[src/sibl_pkg.sv]
`timescale 1ns / 1ps
`default_nettype none
package sibl_pkg;

	localparam int MAX_HEADER = 16;
	localparam int SIZE_BITS  = 32;

	localparam int ADDR_W  = 32;
	localparam int BYTE_W  = 8;
	localparam int DIGIT_W = 4;
	localparam int HC_W    = $clog2(MAX_HEADER + 1);

	localparam logic [ADDR_W-1:0] LOAD_BASE_RESET = 32'h8020_0000;

	localparam logic [BYTE_W-1:0] CH_LF    = 8'h0A;
	localparam logic [BYTE_W-1:0] CH_SPACE = 8'h20;
	localparam logic [BYTE_W-1:0] CH_ZERO  = 8'h30;
	localparam logic [BYTE_W-1:0] CH_NINE  = 8'h39;

	typedef enum logic {
		KIND_SIZE  = 1'b0,
		KIND_WRITE = 1'b1
	} kind_t;

	typedef struct packed {
		kind_t             kind;
		logic [ADDR_W-1:0] addr;
		logic [BYTE_W-1:0] data;
		logic [ADDR_W-1:0] size;
		logic              complete;
	} res_t;

endpackage
`default_nettype wire

[src/sibl_if.sv]
`timescale 1ns / 1ps
`default_nettype none
interface sibl_rx_if;
	logic                       valid;
	logic                       ready;
	logic [sibl_pkg::BYTE_W-1:0] rx_byte;

	modport source (output valid, output rx_byte, input ready);
	modport sink   (input valid, input rx_byte, output ready);
endinterface

interface sibl_res_if;
	logic                       valid;
	logic                       ready;
	logic                       result_kind;
	logic [sibl_pkg::ADDR_W-1:0] write_address;
	logic [sibl_pkg::BYTE_W-1:0] write_data;
	logic [sibl_pkg::ADDR_W-1:0] image_size;
	logic                       image_complete;

	modport source (output valid, output result_kind, output write_address,
		output write_data, output image_size, output image_complete, input ready);
	modport sink   (input valid, input result_kind, input write_address,
		input write_data, input image_size, input image_complete, output ready);
endinterface

interface sibl_cfg_if;
	logic                       valid;
	logic                       ready;
	logic [sibl_pkg::ADDR_W-1:0] load_base;

	modport source (output valid, output load_base, input ready);
	modport sink   (input valid, input load_base, output ready);
endinterface
`default_nettype wire

[src/sibl_len_acc.sv]
`timescale 1ns / 1ps
`default_nettype none
// acc * 10 + digit, saturating at the all-ones length
module sibl_len_acc (
	input  wire logic [sibl_pkg::SIZE_BITS-1:0] acc,
	input  wire logic [sibl_pkg::DIGIT_W-1:0]   digit,
	output logic      [sibl_pkg::SIZE_BITS-1:0] sum
);
	import sibl_pkg::*;

	localparam int WIDE_W = SIZE_BITS + 4;

	logic [WIDE_W-1:0] acc_w;
	logic [WIDE_W-1:0] wide;

	assign acc_w = WIDE_W'(acc);
	assign wide  = (acc_w << 3) + (acc_w << 1) + WIDE_W'(digit);
	assign sum   = (wide[WIDE_W-1:SIZE_BITS] != '0) ? '1 : wide[SIZE_BITS-1:0];

endmodule
`default_nettype wire

[src/serial_image_boot_loader.sv]
`timescale 1ns / 1ps
`default_nettype none
// channel | dir | handshake   | payload
// rx      | in  | valid/ready | rx_byte
// res     | out | valid/ready | result_kind, write_address, write_data,
//         |     |             | image_size, image_complete
// cfg     | in  | valid/ready | load_base (always ready)
//
// One item per cycle while rx.ready is high: each byte is decoded in the cycle it is
// accepted and its result, if any, is registered into the output register, or into
// the skid entry while the output register holds a result that is not being taken.
// These two entries form the result buffer; rx.ready drops only while both are full.
// Reset clears the parser to space skipping and load_base to 0x80200000.
module serial_image_boot_loader (
	input  wire logic  clk,
	input  wire logic  arst_n,
	sibl_rx_if.sink    rx,
	sibl_res_if.source res,
	sibl_cfg_if.sink   cfg
);
	import sibl_pkg::*;

	typedef enum logic [2:0] {
		PH_SKIP,
		PH_DIGITS,
		PH_IGNORE,
		PH_PAYLOAD,
		PH_DONE
	} phase_t;

	phase_t               phase_q, phase_d;
	logic [HC_W-1:0]      hc_q, hc_d, hc_inc;
	logic [SIZE_BITS-1:0] len_q, len_d, len_sum;
	logic [SIZE_BITS-1:0] rem_q, rem_d, rem_dec;
	logic [ADDR_W-1:0]    addr_q, addr_d;
	logic [ADDR_W-1:0]    base_q;

	res_t                 head_q, skid_q, new_res;
	logic                 head_v_q, skid_v_q;

	logic                 in_fire, pop, push, has_res;
	logic                 is_digit, end_line;
	logic [BYTE_W-1:0]    b;

	assign b        = rx.rx_byte;
	assign rx.ready = !skid_v_q;
	assign cfg.ready = 1'b1;
	assign in_fire  = rx.valid && rx.ready;
	assign pop      = head_v_q && res.ready;
	assign push     = in_fire && has_res;

	assign is_digit = (b >= CH_ZERO) && (b <= CH_NINE);
	assign hc_inc   = hc_q + 1'b1;
	assign rem_dec  = rem_q - 1'b1;

	sibl_len_acc u_len_acc (
		.acc   (len_q),
		.digit (b[DIGIT_W-1:0]),
		.sum   (len_sum)
	);

	always_comb begin
		phase_d  = phase_q;
		hc_d     = hc_q;
		len_d    = len_q;
		rem_d    = rem_q;
		addr_d   = addr_q;
		has_res  = 1'b0;
		end_line = 1'b0;
		new_res  = '{kind: KIND_SIZE, addr: '0, data: '0, size: '0, complete: 1'b0};
		case (phase_q)
			PH_DONE: begin
			end
			PH_PAYLOAD: begin
				rem_d   = rem_dec;
				addr_d  = addr_q + 1'b1;
				if (rem_dec == '0) begin
					phase_d = PH_DONE;
				end
				has_res = 1'b1;
				new_res = '{kind: KIND_WRITE, addr: addr_q, data: b,
					size: ADDR_W'(len_q), complete: (rem_dec == '0)};
			end
			default: begin
				hc_d = hc_inc;
				if (b == CH_LF) begin
					end_line = 1'b1;
				end else begin
					if (phase_q == PH_SKIP) begin
						if (is_digit) begin
							len_d   = len_sum;
							phase_d = PH_DIGITS;
						end else if (b != CH_SPACE) begin
							phase_d = PH_IGNORE;
						end
					end else if (phase_q == PH_DIGITS) begin
						if (is_digit) begin
							len_d = len_sum;
						end else begin
							phase_d = PH_IGNORE;
						end
					end
					end_line = (hc_inc >= HC_W'(MAX_HEADER));
				end
				if (end_line) begin
					addr_d  = base_q;
					rem_d   = len_d;
					phase_d = (len_d == '0) ? PH_DONE : PH_PAYLOAD;
					has_res = 1'b1;
					new_res = '{kind: KIND_SIZE, addr: base_q, data: '0,
						size: ADDR_W'(len_d), complete: (len_d == '0)};
				end
			end
		endcase
	end

	always_ff @(posedge clk or negedge arst_n) begin
		if (!arst_n) begin
			phase_q  <= PH_SKIP;
			hc_q     <= '0;
			len_q    <= '0;
			rem_q    <= '0;
			addr_q   <= '0;
			base_q   <= LOAD_BASE_RESET;
			head_v_q <= 1'b0;
			skid_v_q <= 1'b0;
		end else begin
			if (cfg.valid) begin
				base_q <= cfg.load_base;
			end
			if (in_fire) begin
				phase_q <= phase_d;
				hc_q    <= hc_d;
				len_q   <= len_d;
				rem_q   <= rem_d;
				addr_q  <= addr_d;
			end
			if (pop) begin
				if (skid_v_q) begin
					skid_v_q <= 1'b0;
				end else if (!push) begin
					head_v_q <= 1'b0;
				end
			end else if (push) begin
				if (head_v_q) begin
					skid_v_q <= 1'b1;
				end else begin
					head_v_q <= 1'b1;
				end
			end
		end
	end

	// payload, no reset
	always_ff @(posedge clk) begin
		if (pop) begin
			if (skid_v_q) begin
				head_q <= skid_q;
			end else if (push) begin
				head_q <= new_res;
			end
		end else if (push) begin
			if (head_v_q) begin
				skid_q <= new_res;
			end else begin
				head_q <= new_res;
			end
		end
	end

	assign res.valid          = head_v_q;
	assign res.result_kind    = head_q.kind;
	assign res.write_address  = head_q.addr;
	assign res.write_data     = head_q.data;
	assign res.image_size     = head_q.size;
	assign res.image_complete = head_q.complete;

	a_skid_needs_head: assert property (@(posedge clk) disable iff (!arst_n)
		skid_v_q |-> head_v_q)
		else $error("skid entry held without output entry");

	a_last_write_done: assert property (@(posedge clk) disable iff (!arst_n)
		(in_fire && phase_q == PH_PAYLOAD && rem_q == SIZE_BITS'(1))
		|=> (phase_q == PH_DONE))
		else $error("last payload byte did not finish the image");

	a_payload_count: assert property (@(posedge clk) disable iff (!arst_n)
		(phase_q == PH_PAYLOAD) |-> (rem_q != '0))
		else $error("payload phase with nothing left to write");

	a_header_bound: assert property (@(posedge clk) disable iff (!arst_n)
		(phase_q == PH_SKIP || phase_q == PH_DIGITS || phase_q == PH_IGNORE)
		|-> (hc_q < HC_W'(MAX_HEADER)))
		else $error("header count passed its bound");

	a_done_silent: assert property (@(posedge clk) disable iff (!arst_n)
		(in_fire && phase_q == PH_DONE) |-> !push)
		else $error("result produced after image completion");

endmodule
`default_nettype wire
[src/flat_wrapper.sv]
// flat-port wrapper written by rule: the top's interface ports become plain ports
module serial_image_boot_loader_flat import sibl_pkg::*;
  (clk, arst_n, rx_valid, rx_rx_byte, rx_ready, res_valid, res_result_kind, res_write_address, res_write_data, res_image_size, res_image_complete, res_ready, cfg_valid, cfg_load_base, cfg_ready);
  sibl_rx_if rx_i ();
  sibl_res_if res_i ();
  sibl_cfg_if cfg_i ();
  input  wire logic clk;
  input  wire logic arst_n;
  input wire logic [$bits(rx_i.valid)-1:0] rx_valid;
  input wire logic [$bits(rx_i.rx_byte)-1:0] rx_rx_byte;
  output wire logic [$bits(rx_i.ready)-1:0] rx_ready;
  output wire logic [$bits(res_i.valid)-1:0] res_valid;
  output wire logic [$bits(res_i.result_kind)-1:0] res_result_kind;
  output wire logic [$bits(res_i.write_address)-1:0] res_write_address;
  output wire logic [$bits(res_i.write_data)-1:0] res_write_data;
  output wire logic [$bits(res_i.image_size)-1:0] res_image_size;
  output wire logic [$bits(res_i.image_complete)-1:0] res_image_complete;
  input wire logic [$bits(res_i.ready)-1:0] res_ready;
  input wire logic [$bits(cfg_i.valid)-1:0] cfg_valid;
  input wire logic [$bits(cfg_i.load_base)-1:0] cfg_load_base;
  output wire logic [$bits(cfg_i.ready)-1:0] cfg_ready;
  assign rx_i.valid = rx_valid;
  assign rx_i.rx_byte = rx_rx_byte;
  assign rx_ready = rx_i.ready;
  assign res_valid = res_i.valid;
  assign res_result_kind = res_i.result_kind;
  assign res_write_address = res_i.write_address;
  assign res_write_data = res_i.write_data;
  assign res_image_size = res_i.image_size;
  assign res_image_complete = res_i.image_complete;
  assign res_i.ready = res_ready;
  assign cfg_i.valid = cfg_valid;
  assign cfg_i.load_base = cfg_load_base;
  assign cfg_ready = cfg_i.ready;
  serial_image_boot_loader u_core (.clk(clk), .arst_n(arst_n), .rx(rx_i), .res(res_i), .cfg(cfg_i));
endmodule
[config.mk]
export PLATFORM = sky130hd
export DESIGN_NAME = serial_image_boot_loader_flat
export DESIGN_NICKNAME = d
export VERILOG_FILES = /design/src/sibl_pkg.sv /design/src/sibl_if.sv /design/src/sibl_len_acc.sv /design/src/serial_image_boot_loader.sv /design/src/flat_wrapper.sv
export SDC_FILE = /design/constraint.sdc
export NUM_CORES = 1
export LEC_CHECK = 0
export BUFFER_PORTS_ARGS = -buffer_cell sky130_fd_sc_hd__buf_4
export CORE_AREA = 2 2 215 175
export DETAILED_ROUTE_END_ITERATION = 8
export DIE_AREA = 0 0 217 177
export PLACE_DENSITY = 0.6
export SYNTH_ARGS = -nofsm -noshare
export SYNTH_HDL_FRONTEND = slang
export SYNTH_SLANG_ARGS = --single-unit
[constraint.sdc]
create_clock -name clk -period 16.3 [get_ports clk]
set_input_delay 0 -clock clk [delete_from_list [all_inputs] [get_ports clk]]
set_output_delay 0 -clock clk [all_outputs]
set_load 0.03 [all_outputs]
==> impl_results.html <==
<table>
<tr><th>Metric</th><th>Value</th></tr>
<tr><th colspan="2">Yosys</th></tr>
<tr><td>Fraction of the yosys area taken by sequential cells</td><td>48.9%</td></tr>
<tr><td>Syn nets</td><td>roughly 1700</td></tr>
<tr><td>Yosys warning count</td><td>0</td></tr>
<tr><td>Synth Instances</td><td>~1600</td></tr>
<tr><td>Summed instance area of the synthesized netlist</td><td>approximately 0.016 sq mm</td></tr>
<tr><td>Leading register cell type out of synthesis</td><td>edfxtp_1</td></tr>
<tr><td>Number of synthesized register bits</td><td>286</td></tr>
<tr><td>Library cells used by synthesis</td><td>80</td></tr>
<tr><td>Number of synthesized flops with an enable pin</td><td>between 100 and 150</td></tr>
<tr><td>Mean cell area of the mapped netlist</td><td>between 10 and 15 sq um</td></tr>
<tr><td>Asr flop ratio synth</td><td>48.3%</td></tr>
<tr><th colspan="2">STA</th></tr>
<tr><td>Final setup fails</td><td>0</td></tr>
<tr><td>Final setup margin</td><td>11.31 ns</td></tr>
<tr><td>Final critical-path required period</td><td>~5.0 ns</td></tr>
<tr><td>Worst hold slack</td><td>0.0144 ns</td></tr>
<tr><td>Highest clock rate</td><td>201 MHz</td></tr>
<tr><td>Setup_tns</td><td>0 ns</td></tr>
<tr><td>Period utilisation layout</td><td>approximately 31%</td></tr>
<tr><td>Final Max Tran Viols</td><td>0</td></tr>
<tr><td>Skew final</td><td>0.0259 ns</td></tr>
<tr><td>Transition time at the pin with the least slew margin</td><td>0.958 ns</td></tr>
<tr><td>RSZ-0062 raised after global routing</td><td>no</td></tr>
<tr><td>Worst-case headroom to the max-slew limit</td><td>between 30% and 40%</td></tr>
<tr><td>Final-report hold violation count</td><td>0</td></tr>
<tr><th colspan="2">Placed design</th></tr>
<tr><td>Final estimated routing congestion in global placement</td><td>a little over 0.9</td></tr>
<tr><td>Post-Place Worst Slack</td><td>11.44 ns</td></tr>
<tr><td>Cell count after placement</td><td>2120</td></tr>
<tr><td>DP HPWL</td><td>34.8 mm</td></tr>
<tr><td>Port bufs</td><td>120</td></tr>
<tr><th colspan="2">Worst setup path</th></tr>
<tr><td>Critical R2R Capture</td><td>u_core.res.image_size[0]</td></tr>
<tr><td>WP data required</td><td>about 17 ns</td></tr>
<tr><td>Maximum cell stage delay along the critical path</td><td>approximately 0.58 ns</td></tr>
<tr><td>FF-to-FF path depth</td><td>15</td></tr>
<tr><td>Critical path capture point type</td><td>flip-flop</td></tr>
<tr><td>Library cell contributing the largest single delay on the critical path</td><td>fa_1</td></tr>
<tr><td>Class of the most critical setup path</td><td>reg2reg</td></tr>
<tr><td>Critical Path Source</td><td>u_core.len_q[0]</td></tr>
<tr><td>Critical path arrival</td><td>5.32 ns</td></tr>
<tr><td>Ordered cell list for the critical path</td><td>fa_1, inv_1, fa_1, nand2b_1, a21oi_1, o21ai_1, o211ai_1, a31oi_1, xnor2_1, a2111oi_4, buf_4, nand2_1, o22ai_1, o21ai_1, mux2_2</td></tr>
<tr><td>Buffering stage count on the worst path with inverters included</td><td>2</td></tr>
<tr><td>Worst Path Max Fanout</td><td>39</td></tr>
<tr><td>Crit path launch type</td><td>flip-flop</td></tr>
<tr><td>Category of cells accounting for the largest share of critical-path delay</td><td>compound AO/OA/AOI/OAI gates</td></tr>
<tr><td>Count of cell instances traversed by the critical path</td><td>15</td></tr>
<tr><td>Destination of the critical timing path</td><td>u_core.res.image_size[0]</td></tr>
<tr><td>Reg2reg start</td><td>u_core.len_q[0]</td></tr>
<tr><td>FF-to-FF setup slack</td><td>between 10 and 15 ns</td></tr>
<tr><th colspan="2">GRT</th></tr>
<tr><td>Total Routing Usage GR</td><td>between 20% and 30%</td></tr>
<tr><td>First-pass GRT wire length</td><td>76.3 mm</td></tr>
<tr><td>Vias in the first global route</td><td>around 12000</td></tr>
<tr><td>Antenna violations before repair</td><td>4</td></tr>
<tr><td>Remaining global-route overflow</td><td>0</td></tr>
<tr><td>Pin count of the biggest net entering global routing</td><td>between 70 and 80</td></tr>
<tr><th colspan="2">Routing</th></tr>
<tr><td>Final routed DRC violation total</td><td>0</td></tr>
<tr><td>Detailed-route vias per instance</td><td>5.96</td></tr>
<tr><td>Overall routed net length</td><td>50.5 mm</td></tr>
<tr><td>Number of search-and-repair iterations in the first detailed-routing pass</td><td>7</td></tr>
<tr><td>DR iter-0 viols</td><td>1456</td></tr>
<tr><td>Via count of the routed design</td><td>13300</td></tr>
<tr><td>Routed wire length per instance</td><td>22.5 um</td></tr>
<tr><td>Residual antenna-violating net count after detailed routing</td><td>0</td></tr>
<tr><th colspan="2">Die</th></tr>
<tr><td>Std-Cell Core Area</td><td>0.0364 sq mm</td></tr>
<tr><td>Area of the die</td><td>0.0384 sq mm</td></tr>
<tr><td>Width of the die</td><td>between 200 and 250 um</td></tr>
<tr><td>Starting utilization of the core area</td><td>44.4%</td></tr>
<tr><td>IO Pins</td><td>about 120</td></tr>
<tr><td>Rows</td><td>63</td></tr>
<tr><td>Die Ht</td><td>177 um</td></tr>
<tr><th colspan="2">CTS</th></tr>
<tr><td>Post-CTS setup repair buffer count</td><td>0</td></tr>
<tr><td>Total number of H-tree levels</td><td>1</td></tr>
<tr><td>Worst-skew pair later-pin latency</td><td>roughly 0.58 ns</td></tr>
<tr><td>Clock tree from TritonCTS</td><td>yes</td></tr>
<tr><td>Clock-pin transition on the worst setup and hold timing paths</td><td>~0.06 ns</td></tr>
<tr><td>Cells resized by post-CTS repair</td><td>0</td></tr>
<tr><td>CTS root buf</td><td>clkbuf_16</td></tr>
<tr><td>Number of buffers on the longest clock path</td><td>3</td></tr>
<tr><td>TritonCTS buffer count</td><td>30</td></tr>
<tr><td># clock sinks</td><td>286</td></tr>
<tr><th colspan="2">Job</th></tr>
<tr><td>Max-cap violations</td><td>0</td></tr>
<tr><th colspan="2">Final layout</th></tr>
<tr><td>Proportion of layout cells with a drive suffix above 1</td><td>18.8%</td></tr>
<tr><td>Area taken by multi-input logic gates</td><td>slightly below 0.008 sq mm</td></tr>
<tr><td>Number of nets at the end of the flow</td><td>roughly 1800</td></tr>
<tr><td>Post-Route Utilization</td><td>a little over half</td></tr>
<tr><td>FF+latch area</td><td>roughly 0.0079 sq mm</td></tr>
<tr><td>Finished Layout Cells</td><td>between 2000 and 2500</td></tr>
<tr><td>Filler instances</td><td>3268</td></tr>
<tr><td>P&amp;R area growth vs syn</td><td>17.5%</td></tr>
<tr><th colspan="2">Pwr</th></tr>
<tr><td>Clock power frac</td><td>about 19%</td></tr>
<tr><td>Switching component of the power</td><td>approximately 1.6 mW</td></tr>
<tr><td>Leak pwr</td><td>about 7.6 nW</td></tr>
<tr><td>Largest vdd supply drop</td><td>around 0.12 mV</td></tr>
<tr><td>Share of power burned in combinational logic</td><td>45.1%</td></tr>
<tr><td>Power per cell area</td><td>about 190 mW/mm^2</td></tr>
<tr><td>Switching portion of total power</td><td>between 40 and 50%</td></tr>
<tr><td>Internal power contribution</td><td>1.98 mW</td></tr>
<tr><td>Part of the power in registers</td><td>a little over a third</td></tr>
<tr><th colspan="2">Outcome</th></tr>
<tr><td>Status</td><td>finished clean</td></tr>
<tr><th colspan="2">Hold path</th></tr>
<tr><td>Hold Crit Class</td><td>in2async</td></tr>
</table>
[power groups by stage]
stage	Clock [mW]	Sequential, mW	Combinational (mW)
floorplan	0	1.29	0.994
global placement	0	1.27	1.55
detailed placement	0	1.27	1.57
CTS	0.709	1.26	1.59
global route	0.732	1.29	1.74
finish	0.691	1.27	1.61
[per-stage QoR]
| step | instance area, sq um | power, mW |
|---|---|---|
| floorplan | 16200 | 2.29 |
| global placement | 17400 | 2.82 |
| detailed placement | 17400 | 2.84 |
| CTS | 19000 | 3.56 |
| global route | 19000 | 3.76 |
| finish | 19000 | 3.56 |
[worst reg2reg max path, delay by kind of cell (launching register included)]
| family | cells | cell delay [ns] |
|---|---|---|
| mux | 1 | 0.30 |
| xor+xnor | 1 | 0.19 |
| simple gates | 2 | 0.44 |
| flops | 1 | 0.45 |
| compound gates | 7 | 1.79 |
| fa+ha+maj | 2 | 1.02 |
| buf+inv | 2 | 0.55 |
[layout make-up]
class,count,share of cell area [%]
flip-flops and latches,286,41.6
multi-input cells,1189,41.0
repair buffers,195,8.52
clock buffers,44,4.49
well taps,487,3.21
clock inverters,12,0.698
inverters,23,0.468
diodes,2,0.0263
[flip-flops by register name (all words and copies together) (netlist names)]
signal,count
u_core.hc_q,5
u_core.addr_q,32
u_core.res.write_address,32
u_core.res.image_size,32
u_core.base_q,32
u_core.skid_q,74
u_core.len_q,32
u_core.rem_q,32
u_core.res.result_kind,1
u_core.res.write_data,8
u_core.res.image_complete,1
u_core.skid_v_q,1
u_core.phase_q,3
u_core.res.valid,1
[cell usage after synthesis (all sizes together), types with 10 or more instances]
| cell | instances | area [sq um] |
|---|---|---|
| or3 | 10 | 67.6 |
| a21o | 12 | 90.1 |
| edfxtp | 148 | 4440 |
| clkbuf | 80 | 302 |
| buf | 25 | 133 |
| inv | 23 | 86.3 |
| dfrtp | 136 | 3400 |
| a31oi | 26 | 163 |
| nor2 | 134 | 503 |
| nand3 | 34 | 170 |
| ha | 67 | 838 |
| a22o | 50 | 438 |
| a21oi | 146 | 746 |
| xor2 | 11 | 96.3 |
| mux2 | 118 | 1330 |
| nand4 | 22 | 138 |
| o21ai | 133 | 666 |
| a22oi | 12 | 90.1 |
| o22ai | 14 | 87.6 |
| nor3 | 44 | 225 |
| nor4 | 22 | 144 |
| xnor2 | 24 | 210 |
| and2 | 16 | 100 |
| nand2 | 174 | 653 |
[worst min-delay path by stage]
stage               from           endpoint  slack, ns  cells past startpoint
3_3_place_gp      arst_n   u_core.base_q[7]       0.11                      1
5_1_grt        cfg_valid  u_core.base_q[16]       0.02                      2
6_report          arst_n   u_core.base_q[6]       0.01                      2
3_5_place_dp      arst_n   u_core.base_q[6]       0.11                      1
2_1_floorplan     arst_n   u_core.addr_q[0]      -0.30                      0
4_1_cts        cfg_valid  u_core.base_q[26]      0.001                      2
[layer usage]
metal	wire length [um]	part of all wire, %	track usage (%)
met5	25	0.050	0
met1	23600	47	40.1
met4	947	1.9	5.59
met2	20800	41	36.2
met3	5100	10	6.87
[cells in the final DEF, fill, tap and decap left out, drive strengths merged, types with 8 or more instances in the layout]
master	n
xor2	11
nand4	22
dfrtp	136
a22o	50
or3	10
buf	135
ha	67
a22oi	12
nor3	44
nand2	174
and2	16
o21ai	133
edfxtp	148
xnor2	24
inv	25
a31oi	26
nor4	22
clkbuf	44
o211ai	8
a21oi	146
nor2b	8
dlygate4sd3	60
o22ai	14
a21o	12
o21a	9
mux2	118
clkinv	8
nor2	134
nand3	34
[timing repair]
action	4_1_cts	5_1_grt
setup endpoints to repair	0	0
hold buffers	60	0
hold endpoints to repair	129	0
[cells by family after synthesis]
family          share of synthesized area [%]
fa+ha+maj                                5.43
xor+xnor                                 1.90
compound gates                           17.8
other cells                            0.0232
buf+inv                                  3.22
flops                                    48.9
mux                                      8.34
simple gates                             14.4
Note: power is estimated with default switching activity, not from simulation.
